==> src/hw/rtl/depth_pixel_backprojection_core_defines.svh <==
// assertion macros used by the back-projection core
`ifndef DEPTH_PIXEL_BACKPROJECTION_CORE_DEFINES_SVH
`define DEPTH_PIXEL_BACKPROJECTION_CORE_DEFINES_SVH

// same-cycle implication, clocked by clk, off while arst_n is low
`define DPB_ASSERT_NOW(label, ante, cons, msg) \
	label: assert property (@(posedge clk) disable iff (!arst_n) (ante) |-> (cons)) \
		else $error(msg);

// next-cycle implication, clocked by clk, off while arst_n is low
`define DPB_ASSERT_NEXT(label, ante, cons, msg) \
	label: assert property (@(posedge clk) disable iff (!arst_n) (ante) |=> (cons)) \
		else $error(msg);

`endif

==> src/hw/rtl/dpb_pkg.sv <==
// types, widths and register codes of the depth back-projection core
package dpb_pkg;

	localparam int COORD_W    = 12;
	localparam int DEPTH_W    = 16;
	localparam int COLOR_W    = 8;
	localparam int RECIP_W    = 24;
	localparam int PP_W       = 16;
	localparam int POSE_W     = 64;
	localparam int ENT_W      = 16;
	localparam int WORLD_W    = 32;
	localparam int SPREAD_W   = 32;
	localparam int CFG_IDX_W  = 4;
	localparam int CFG_DATA_W = 64;
	localparam int NUM_ROWS   = 3;

	// camera-space datapath widths
	localparam int DIFF_W = 18;                 // col*16 - cx, signed
	localparam int P1_W   = 42;                 // diff * reciprocal
	localparam int P2_W   = 58;                 // diff * reciprocal * depth
	localparam int XY_SH  = 20;
	localparam int XC_W   = 37;                 // camera x/y in Q.8
	localparam int ZC_W   = DEPTH_W + 8;        // camera z in Q.8
	// world transform widths
	localparam int PR_W   = ENT_W + XC_W;
	localparam int PZ_W   = ENT_W + ZC_W + 1;
	localparam int ACC_W  = 55;
	localparam int W_SH   = 14;
	localparam int T_SH   = 22;
	localparam int WR_W   = ACC_W - W_SH;
	// spread term widths
	localparam int SA_W   = DEPTH_W + RECIP_W;
	localparam int S_SH   = 12;
	localparam int S_W    = SA_W - S_SH;
	localparam int SQ_W   = 2 * S_W;
	localparam int SQ_SH  = 8;
	localparam int SQR_W  = SQ_W - SQ_SH;

	localparam logic signed [P2_W-1:0]  XY_RND = P2_W'(524288);
	localparam logic signed [ACC_W-1:0] W_RND  = ACC_W'(8192);
	localparam logic [SA_W-1:0]         S_RND  = SA_W'(2048);
	localparam logic [SQ_W-1:0]         SQ_RND = SQ_W'(128);

	typedef enum logic [CFG_IDX_W-1:0] {
		REG_INV_FOCAL_X     = 4'd0,
		REG_INV_FOCAL_Y     = 4'd1,
		REG_PRINCIPAL_POINT = 4'd2,
		REG_POSE_ROW_X      = 4'd3,
		REG_POSE_ROW_Y      = 4'd4,
		REG_POSE_ROW_Z      = 4'd5,
		REG_INV_AVG_FOCAL   = 4'd6,
		REG_SPREAD_ENABLE   = 4'd7
	} reg_idx_t;

	localparam logic [RECIP_W-1:0] RST_INV_FOCAL = RECIP_W'(33554);
	localparam logic [POSE_W-1:0]  RST_POSE_X    = 64'h0000_0000_0000_4000;
	localparam logic [POSE_W-1:0]  RST_POSE_Y    = 64'h0000_0000_4000_0000;
	localparam logic [POSE_W-1:0]  RST_POSE_Z    = 64'h0000_4000_0000_0000;

	typedef struct packed {
		logic [RECIP_W-1:0] inv_focal_x;
		logic [RECIP_W-1:0] inv_focal_y;
		logic [PP_W-1:0]    cy;
		logic [PP_W-1:0]    cx;
		logic [POSE_W-1:0]  pose_row_x;
		logic [POSE_W-1:0]  pose_row_y;
		logic [POSE_W-1:0]  pose_row_z;
		logic [RECIP_W-1:0] inv_avg_focal;
		logic               spread_enable;
	} cfg_t;

	typedef struct packed {
		logic signed [XC_W-1:0] xc;
		logic signed [XC_W-1:0] yc;
		logic [DEPTH_W-1:0]     d;
		logic [COLOR_W-1:0]     red;
		logic [COLOR_W-1:0]     green;
		logic [COLOR_W-1:0]     blue;
		logic [SQ_W-1:0]        sq_raw;
	} cam_t;

endpackage

==> src/hw/rtl/dpb_cfg_if.sv <==
// register write channel
interface dpb_cfg_if import dpb_pkg::*; ();
	logic                  valid;
	logic                  ready;
	logic [CFG_IDX_W-1:0]  index;
	logic [CFG_DATA_W-1:0] data;

	modport source (output valid, index, data, input ready);
	modport sink (input valid, index, data, output ready);
endinterface

==> src/hw/rtl/dpb_cfg.sv <==
// configuration register file
module dpb_cfg import dpb_pkg::*; (
	input  logic    clk,
	input  logic    arst_n,
	dpb_cfg_if.sink cfg,
	output cfg_t    regs
);

	cfg_t regs_q;

	assign cfg.ready = 1'b1;
	assign regs      = regs_q;

	always_ff @(posedge clk or negedge arst_n) begin
		if (!arst_n) begin
			regs_q.inv_focal_x   <= RST_INV_FOCAL;
			regs_q.inv_focal_y   <= RST_INV_FOCAL;
			regs_q.cx            <= '0;
			regs_q.cy            <= '0;
			regs_q.pose_row_x    <= RST_POSE_X;
			regs_q.pose_row_y    <= RST_POSE_Y;
			regs_q.pose_row_z    <= RST_POSE_Z;
			regs_q.inv_avg_focal <= RST_INV_FOCAL;
			regs_q.spread_enable <= 1'b1;
		end else if (cfg.valid) begin
			case (cfg.index)
				REG_INV_FOCAL_X:     regs_q.inv_focal_x   <= cfg.data[RECIP_W-1:0];
				REG_INV_FOCAL_Y:     regs_q.inv_focal_y   <= cfg.data[RECIP_W-1:0];
				REG_PRINCIPAL_POINT: begin
					regs_q.cx <= cfg.data[PP_W-1:0];
					regs_q.cy <= cfg.data[2*PP_W-1:PP_W];
				end
				REG_POSE_ROW_X:      regs_q.pose_row_x    <= cfg.data;
				REG_POSE_ROW_Y:      regs_q.pose_row_y    <= cfg.data;
				REG_POSE_ROW_Z:      regs_q.pose_row_z    <= cfg.data;
				REG_INV_AVG_FOCAL:   regs_q.inv_avg_focal <= cfg.data[RECIP_W-1:0];
				REG_SPREAD_ENABLE:   regs_q.spread_enable <= cfg.data[0];
				default: ;
			endcase
		end
	end

endmodule

==> src/flat_wrapper.sv <==
// flat-port wrapper written by rule: the top's interface ports become plain ports
module dpb_cfg_flat import dpb_pkg::*;
  (clk, arst_n, regs, cfg_valid, cfg_index, cfg_data, cfg_ready);
  dpb_cfg_if cfg_i ();
  input  logic clk;
  input  logic arst_n;
  output cfg_t regs;
  input wire logic [$bits(cfg_i.valid)-1:0] cfg_valid;
  input wire logic [$bits(cfg_i.index)-1:0] cfg_index;
  input wire logic [$bits(cfg_i.data)-1:0] cfg_data;
  output wire logic [$bits(cfg_i.ready)-1:0] cfg_ready;
  assign cfg_i.valid = cfg_valid;
  assign cfg_i.index = cfg_index;
  assign cfg_i.data = cfg_data;
  assign cfg_ready = cfg_i.ready;
  dpb_cfg u_core (.clk(clk), .arst_n(arst_n), .cfg(cfg_i), .regs(regs));
endmodule
==> config.mk <==
export PLATFORM = sky130hd
export DESIGN_NAME = dpb_cfg_flat
export DESIGN_NICKNAME = d
export VERILOG_FILES = /design/src/hw/rtl/depth_pixel_backprojection_core_defines.svh /design/src/hw/rtl/dpb_pkg.sv /design/src/hw/rtl/dpb_cfg_if.sv /design/src/hw/rtl/dpb_cfg.sv /design/src/flat_wrapper.sv
export SDC_FILE = /design/constraint.sdc
export NUM_CORES = 1
export LEC_CHECK = 0
export ABC_AREA = 1
export BUFFER_PORTS_ARGS = -buffer_cell sky130_fd_sc_hd__buf_2
export CAP_MARGIN = 25
export CORE_MARGIN = 2
export CORE_UTILIZATION = 54
export CTS_BUF_LIST = sky130_fd_sc_hd__clkbuf_4 sky130_fd_sc_hd__clkbuf_8
export CTS_CLUSTER_SIZE = 25
export DETAILED_ROUTE_END_ITERATION = 8
export PLACE_DENSITY = 0.83
export RECOVER_POWER = 25
export REMOVE_ABC_BUFFERS = 1
export SYNTH_ARGS = -nofsm -noshare
export SYNTH_HDL_FRONTEND = slang
export SYNTH_SLANG_ARGS = --single-unit
==> constraint.sdc <==
create_clock -name clk -period 0.9 [get_ports clk]
set_input_delay 0.045 -clock clk [delete_from_list [all_inputs] [get_ports clk]]
set_output_delay 0.045 -clock clk [all_outputs]
set_load 0.01 [all_outputs]
# Word-level counts from Yosys, hierarchy flattened
# Index checks and enable logic that the tools add are counted.
# W data, S select, Z words.
# totals
regBits	297
in_bits	71
output_inout_bits	298
wordCells	25
# classes
n_eq_ne	7
reduce_logical	9
# ops
operator	count
$eq A4 B3 Y1 const B	4
$reduce_and A2 Y1	8
$eq A4 B2 Y1 const B	2
$eq A4 B1 Y1 const B	1
$logic_not A4 Y1	1

# Depth between registers and ports, before layout
# Gate-level depths: netlist of run 1.
# logic_depth
depth_word	2
ltp_mapped	7

# Worst setup path after synthesis of run 1
# Ideal clock, no wire load.
# synth_path
path_kind	in2reg
start	input cfg_valid
end	register u_core.regs_q, in the netlist u_core.regs[1]
arrival_time_ns	0.926
required_time_ns	0.779
path_slack_ns	-0.147
path_stages	7
cell_sequence	buf_4 -> nand3_1 -> buf_4 -> buf_4 -> buf_4 -> o21bai_1 -> nand2_1
# synth_via
elab_chain_cells	1
# synth_lines
item	line_no	rtl
start: declaration	flat_wrapper.sv:8	input wire logic [$bits(cfg_i.valid)-1:0] cfg_valid;
$reduce_and A2 Y1 (no source line)	-	
end: declaration	dpb_cfg.sv:9	cfg_t regs_q;
# Every way passes these cells.
# A chain may end at the register's enable or synchronous reset.

# Worst setup path in the final report of run 1
# layout_path
start	register u_core.regs_q, in the netlist u_core.regs[71]
end	output regs[71] (netlist name)
# layout_rtl
item	line_no	rtl
end: declaration	flat_wrapper.sv:7	output cfg_t regs;
# No word-level cell between the ends.

==> metrics.log, run 1 <==
[metrics] maximum number of buffers from clock root to sink: 3
[metrics] startpoint of the most critical register-to-register path: u_core.regs[77]$_DFFE_PN0P_
[metrics] M3 GR Usage: 10.5%
[metrics] initial antenna violation count: 2
[metrics] final period utilization: 144%
[metrics] area of the multi-input gates: 4280 um^2
[metrics] Final WS setup: -0.399 ns
[metrics] cell chosen for the clock root: sky130_fd_sc_hd__clkbuf_8
[metrics] Post-DP HPWL: 26700 um
[metrics] minimum period implied by the final worst setup slack: 1.30 ns
[metrics] highest-count cells in the layout ignoring fill and taps: sky130_fd_sc_hd__nand2_1 (656), sky130_fd_sc_hd__dfrtp_1 (278), sky130_fd_sc_hd__buf_4 (244)
[metrics] DR WL/cell: 24.5 um
[metrics] Initial DRT Pass Iterations: 7
[metrics] worst hold path class: in2reg
[metrics] kind of start point of the critical path: flop
[metrics] synth-to-layout area growth: 53.0%
[metrics] failing checks: negative setup slack
[metrics] setup slack of the worst register-to-register path: -0.15 ns
[metrics] Setup WS pre-CTS: -0.237 ns
[metrics] part of the Yosys area used for sequential elements: 59.7%
[metrics] Die Wd: 156 um
[metrics] GP Congestion: 0.839
[metrics] number of warnings issued by yosys: 0
[metrics] global routing met1 resource utilization: 47.3%
[metrics] Hold Vio Cnt, Final: 0
[metrics] initial DRC count: 1856
[metrics] Post-Route WL: 58500 um
[metrics] Pleak: 10.6 nW
[metrics] instance area after placement: 15100 um^2
[metrics] met2 usage in global routing: 66.3%
[metrics] class of the most critical setup path: reg2out
[metrics] final setup violation count: 368
[metrics] FILL cells: 1082
[metrics] Post-Layout Inst Area: 19100 um^2
[metrics] remaining global-route overflow: 0
[metrics] via count of the first global-routing pass: 14000
[metrics] portion of synthesized cell area occupied by the leading cell type: 55.7%
[metrics] slowest stage delay, CP: 0.58 ns
[metrics] net count reported at finish: 2134
[metrics] CTS tree: done
[metrics] setup repair after global routing missed its margin: true
[metrics] clock net sink count: 297
[metrics] Post-Route Skew: 0 ns
[metrics] number of buffers added on ports: 367
[metrics] type of element capturing the critical path: output port
[metrics] die height: 156 um
[metrics] DR vias/cell: 6.20
[metrics] Post-Syn Area: 12500 um^2
[metrics] std cell rows: 55
[metrics] post-synth cell types: 18
[metrics] Ports: 369
[metrics] flip-flop count of the largest register, all copies and words added: 297
[metrics] WP data required: 0.85 ns
[metrics] maximum operating frequency: 770 MHz
[metrics] maximum VDD drop: 2.13 mV
[metrics] flip-flop and latch count after synthesis: 297
[metrics] number of max-cap violations: 0
[metrics] top cells by area in the synthesized netlist: sky130_fd_sc_hd__dfrtp_1 (56%), sky130_fd_sc_hd__nand2_1 (20%), sky130_fd_sc_hd__nand4_1 (7.2%)
[metrics] leading cell type in the layout, fill and taps excluded: sky130_fd_sc_hd__nand2_1
[metrics] Final Slew Violations: 0
[metrics] Sequential Area: 7460 um^2
[metrics] first element of the critical path: u_core.regs[71]$_DFFE_PN1P_
[metrics] worst skew pair latency: 0.54 ns
[metrics] area inside the core boundary: 22700 um^2
[metrics] Routed Antenna Nets: 0
[metrics] fraction of final layout cells sized beyond drive strength 1: 37.1%
[metrics] sum of buffers and inverters on the critical path: 1
[metrics] starting density of the core: 55.0%
[metrics] number of levels in the clock H-tree: 2
[metrics] wire length of the first global-routing pass: 75900 um
[metrics] library cell occupying the most area in the post-synthesis netlist: sky130_fd_sc_hd__dfrtp_1
[metrics] number of clock buffers inserted by TritonCTS: 48
[metrics] Slew @ Worst Pin: 0.638 ns
[metrics] CP Cell Sequence: buf_6
[metrics] Total Die Area: 24400 um^2
[metrics] Gate Count Post-Synth: 1403
[metrics] peak-usage layer in the global routing report: met2
[metrics] via count: 14800
[metrics] overall track demand over capacity in global routing: 40.4%
[metrics] data arrival time at the worst-slack endpoint: 1.25 ns
[metrics] status: finished, violations left
[metrics] family of cells with the greatest summed delay on the critical path: flip-flops
[metrics] Post-Syn Area per Cell: 8.90 um^2
[metrics] largest net degree at the start of global routing: 65
[metrics] hold_sp: cfg_valid
[metrics] clock-pin slew of the registers on the worst-case setup and hold paths: 0.08 ns
[metrics] power per cell area: 2450 nW/um^2
[metrics] headroom to the max-slew limit: 57.5%
[metrics] # DRC: 0
[metrics] cell at the slowest stage of the critical path: sky130_fd_sc_hd__dfstp_2
[metrics] largest fanout on the critical path: 2
## per-stage QoR
step	hold slack, ns	cells	utilization [%]	TNS [ns]	power, mW
after global routing	0.0794	2383	84.2	-90.12	48.2
after floorplan	-0.251	1302	-	-936.01	22.4
final	0.0797	2383	84.2	-74.84	46.8
after CTS	0.0341	2272	79.5	-75.88	42.5
after detailed placement	-0.105	2025	66.4	-48.28	27.8
after global placement	-0.107	2025	66.4	-40.56	27.3
## tightest hold or removal path, cell delays in order
cell and delay [ns]:
sky130_fd_sc_hd__buf_4 0.18, sky130_fd_sc_hd__buf_4 0.21, sky130_fd_sc_hd__nand4_1 0.10, sky130_fd_sc_hd__nand2_1 0.05
## cells in the mapped netlist
cell type / count
sky130_fd_sc_hd__nor2_1: 2
sky130_fd_sc_hd__nand3_1: 4
sky130_fd_sc_hd__nand2_2: 1
sky130_fd_sc_hd__dfstp_2: 19
sky130_fd_sc_hd__buf_2: 54
sky130_fd_sc_hd__buf_1: 11
sky130_fd_sc_hd__conb_1: 1
sky130_fd_sc_hd__nand3_2: 3
sky130_fd_sc_hd__clkbuf_1: 19
sky130_fd_sc_hd__nor2_4: 4
sky130_fd_sc_hd__inv_2: 3
sky130_fd_sc_hd__nand2_1: 661
sky130_fd_sc_hd__dfrtp_1: 278
sky130_fd_sc_hd__nand4_1: 144
sky130_fd_sc_hd__nor2_2: 3
sky130_fd_sc_hd__inv_1: 91
sky130_fd_sc_hd__o21bai_1: 88
sky130_fd_sc_hd__buf_4: 17
## where the power goes
part	switching (mW)	leakage (nW)	total (mW)	internal, mW
sequential	2.35	3.67	18.7	16.4
clock	5.84	0.527	12.5	6.64
combinational	7.82	6.39	15.7	7.83
## cell families (layout without fill, tap and decap cells)
group	count (synthesis)	count (layout)	share of synthesized area, %
and+or+nand+nor	822	822	28.1
DFF	297	297	59.7
buffers and inverters	195	888	6.91
AOI/OAI and AO/OA	88	88	5.29
other	1	3	0.0300
## path summary, 6_finish.rpt
path | end | depth (start not counted)
max | regs[71] | 1
min | u_core.regs[244]$_DFFE_PN0P_ | 4
max reg2reg | u_core.regs[77]$_DFFE_PN0P_ | 4
min reg2reg | u_core.regs[166]$_DFFE_PN0P_ | 2
max in group asynchronous | u_core.regs[231]$_DFFE_PN0P_ | 3
min in group asynchronous | u_core.regs[71]$_DFFE_PN1P_ | 2
## routing by layer
layer,routed length [um],part of all wire (%)
met4,5590,9.6
met1,18600,32
met5,0,0
met3,7720,13
met2,26500,45
## layout make-up
type / instances / share of cell area [%]
Antenna cell: 2 / 0.0262
Clock buffer: 77 / 4.96
Clock inverter: 6 / 0.170
Inverter: 94 / 1.85
Multi-Input combinational cell: 911 / 22.4
Sequential cell: 297 / 39.0
Tap cell: 285 / 1.87
Timing Repair Buffer: 711 / 29.7
## repair_timing
item	in CTS	in global routing
buffers inserted	93	112
hold buffers	71	0
pin swaps	0	11
setup endpoints to repair	297	309
resized for setup	118	62
endpoints found under the hold margin	594	0
Note: power is estimated with default switching activity, not from simulation.
==> run 2, diff against run 1 <==
--- a/config.mk
+++ b/config.mk
@@ -6,14 +6,14 @@
 export NUM_CORES = 1
 export LEC_CHECK = 0
 export ABC_AREA = 1
-export BUFFER_PORTS_ARGS = -buffer_cell sky130_fd_sc_hd__buf_2
 export CAP_MARGIN = 25
 export CORE_MARGIN = 2
-export CORE_UTILIZATION = 54
+export CORE_UTILIZATION = 55
 export CTS_BUF_LIST = sky130_fd_sc_hd__clkbuf_4 sky130_fd_sc_hd__clkbuf_8
 export CTS_CLUSTER_SIZE = 25
 export DETAILED_ROUTE_END_ITERATION = 8
-export PLACE_DENSITY = 0.83
+export DONT_BUFFER_PORTS = 1
+export PLACE_DENSITY = 0.7
 export RECOVER_POWER = 25
 export REMOVE_ABC_BUFFERS = 1
 export SYNTH_ARGS = -nofsm -noshare
==> run 2 against run 1 <==
The run ends with negative hold slack, negative setup slack left. Sequential share of layout area is 7.1 points higher. Routed wire length is 27% lower. Final cell count is 19% lower. Sequential power is 8% higher. Critical path type unchanged. Largest power group unchanged. Highest routed layer is now met5.
==> metrics.log, run 2 (same netlist as run 1, synthesis figures left out) <==
[metrics] status: finished, violations left
[metrics] failing checks: negative hold slack, negative setup slack
[metrics] number of max-cap violations: 0
[metrics] clock-pin slew of the registers on the worst-case setup and hold paths: 0.06 ns
[metrics] class of the most critical setup path: reg2out
[metrics] Sequential Area: 7480 um^2
[metrics] maximum operating frequency: 810 MHz
[metrics] wire length of the first global-routing pass: 60400 um
[metrics] DR vias/cell: 5.78
[metrics] Post-Route Skew: 0 ns
[metrics] maximum number of buffers from clock root to sink: 3
[metrics] switching power share of the total: 31.9%
[metrics] starting density of the core: 55.7%
[metrics] CTS tree: done
[metrics] synth-to-layout area growth: 29.9%
[metrics] die height: 155 um
[metrics] Final Slew Violations: 0
[metrics] std cell rows: 55
[metrics] maximum VDD drop: 1.47 mV
[metrics] via count of the first global-routing pass: 10700
[metrics] Post-DP HPWL: 22800 um
[metrics] initial DRC count: 860
[metrics] family of cells with the greatest summed delay on the critical path: flip-flops
[metrics] type of element capturing the critical path: output port
[metrics] area inside the core boundary: 22400 um^2
[metrics] setup TNS: -40.57 ns
[metrics] M3 GR Usage: 10.5%
[metrics] FILL cells: 1574
[metrics] final period utilization: 137%
[metrics] minimum period implied by the final worst setup slack: 1.23 ns
[metrics] global routing met1 resource utilization: 40.5%
[metrics] Ports: 369
[metrics] worst hold margin: -0.809 ns
[metrics] Die Wd: 155 um
[metrics] Initial DRT Pass Iterations: 7
[metrics] met2 usage in global routing: 52.1%
[metrics] fraction of final layout cells sized beyond drive strength 1: 16.1%
[metrics] area of the multi-input gates: 4220 um^2
[metrics] worst skew pair latency: 0.55 ns
[metrics] clock net sink count: 297
[metrics] slowest stage delay, CP: 0.54 ns
[metrics] setup repair after global routing missed its margin: true
[metrics] net count reported at finish: 1683
[metrics] Reg power frac: 52.8%
[metrics] final setup violation count: 307
[metrics] Total Die Area: 23900 um^2
[metrics] CP Cell Sequence: buf_6
[metrics] cell chosen for the clock root: sky130_fd_sc_hd__clkbuf_8
[metrics] initial antenna violation count: 2
[metrics] highest-count cells in the layout ignoring fill and taps: sky130_fd_sc_hd__nand2_1 (660), sky130_fd_sc_hd__dfrtp_1 (257), sky130_fd_sc_hd__nand4_1 (144)
[metrics] remaining global-route overflow: 0
[metrics] Slew @ Worst Pin: 0.572 ns
[metrics] WP data required: 0.85 ns
[metrics] Final WS setup: -0.334 ns
[metrics] GP Congestion: 0.783
[metrics] largest net degree at the start of global routing: 298
[metrics] net switching component of the power: 12.2 mW
[metrics] peak-usage layer in the global routing report: met2
[metrics] largest fanout on the critical path: 2
[metrics] internal power consumption: 26.0 mW
[metrics] worst hold path class: in2async
[metrics] share of total power in the clock network: 31.7%
[metrics] number of levels in the clock H-tree: 2
[metrics] # DRC: 0
[metrics] headroom to the max-slew limit: 61.7%
[metrics] Post-Route WL: 42400 um
[metrics] via count: 11200
[metrics] Routed Antenna Nets: 0
[metrics] Pleak: 8.41 nW
[metrics] power per cell area: 2360 nW/um^2
[metrics] overall track demand over capacity in global routing: 32.3%
[metrics] combinational fraction of design power: 15.5%
[metrics] sum of buffers and inverters on the critical path: 1
[metrics] cell at the slowest stage of the critical path: sky130_fd_sc_hd__dfstp_2
[metrics] number of clock buffers inserted by TritonCTS: 48
[metrics] leading cell type in the layout, fill and taps excluded: sky130_fd_sc_hd__nand2_1
[metrics] data arrival time at the worst-slack endpoint: 1.19 ns
[metrics] Hold Vio Cnt, Final: 455
[metrics] DR WL/cell: 22.0 um
[metrics] flip-flop count of the largest register, all copies and words added: 297
[metrics] Setup WS pre-CTS: -0.0984 ns
[metrics] number of buffers added on ports: 0
[metrics] kind of start point of the critical path: flop
-- run 2: cell types whose count changed in the layout (fill, tap and decap cells not counted), sizes merged --
cell	previous run	this run
buf	637	116
clkbuf	80	83
diode	2	1
dlygate4sd3	70	105
dlymetal6s4s	1	34
-- run 2: stage by stage --
step | utilization (%) | area (um^2) | power [mW] | std cells | hold WS, ns
after floorplan | - | 12000 | 22.4 | 1302 | -0.251
after global placement | 58.8 | 13200 | 24.5 | 1669 | -0.243
after detailed placement | 58.8 | 13200 | 24.7 | 1669 | -0.245
after CTS | 69.5 | 15600 | 37.4 | 1883 | -0.826
after global routing | 72.3 | 16200 | 39.8 | 1932 | -0.827
final | 72.3 | 16200 | 38.2 | 1932 | -0.809
-- run 2: metal layers --
metal | part of all wire, % | wire length, um
met4 | 4.9 | 2080
met3 | 12 | 5120
met1 | 36 | 15100
met5 | 0.031 | 13
met2 | 47 | 20100
-- run 2: path summary, 6_finish.rpt --
check / start / cells after the start / end / slack [ns]
min in group clk: cfg_valid / 2 / u_core.regs[242]$_DFFE_PN0P_ / -0.32
max: u_core.regs[10]$_DFFE_PN1P_ / 1 / regs[10] / -0.33
max reg2reg: u_core.regs[31]$_DFFE_PN0P_ / 5 / u_core.regs[31]$_DFFE_PN0P_ / -0.03
min: arst_n / 0 / u_core.regs[265]$_DFFE_PN0P_ / -0.81
min reg2reg: u_core.regs[277]$_DFFE_PN1P_ / 2 / u_core.regs[277]$_DFFE_PN1P_ / 0.48
max in group asynchronous: arst_n / 0 / u_core.regs[119]$_DFFE_PN1P_ / 1.36
-- run 2: area by class of cell --
type                       instances  share of cell area, %
clock buffer                      78                   5.96
clock inverter                     6                  0.200
sequential                       297                   46.1
timing repair buffer             260                   17.3
tap                              285                   2.20
antenna                            1                 0.0154
multi-input combinational        911                   26.0
inverter                          94                   2.17
-- run 2: power by group through the flow --
stage          Clock [mW]  Sequential, mW  Combinational [mW]
4_1_cts              12.1            20.0                5.31
5_1_grt              12.8            20.4                6.60
3_5_place_dp            0            20.1                4.59
6_report             12.1            20.2                5.91
2_1_floorplan           0            19.4                2.98
3_3_place_gp            0            20.1                4.36
-- run 2: repair_timing --
action	in CTS	in global routing
resized for setup	33	63
endpoints found under the setup margin	297	363
buffers inserted	5	29
gates cloned	0	6
pin swaps	0	10
hold buffers	125	29
endpoints found under the hold margin	594	486
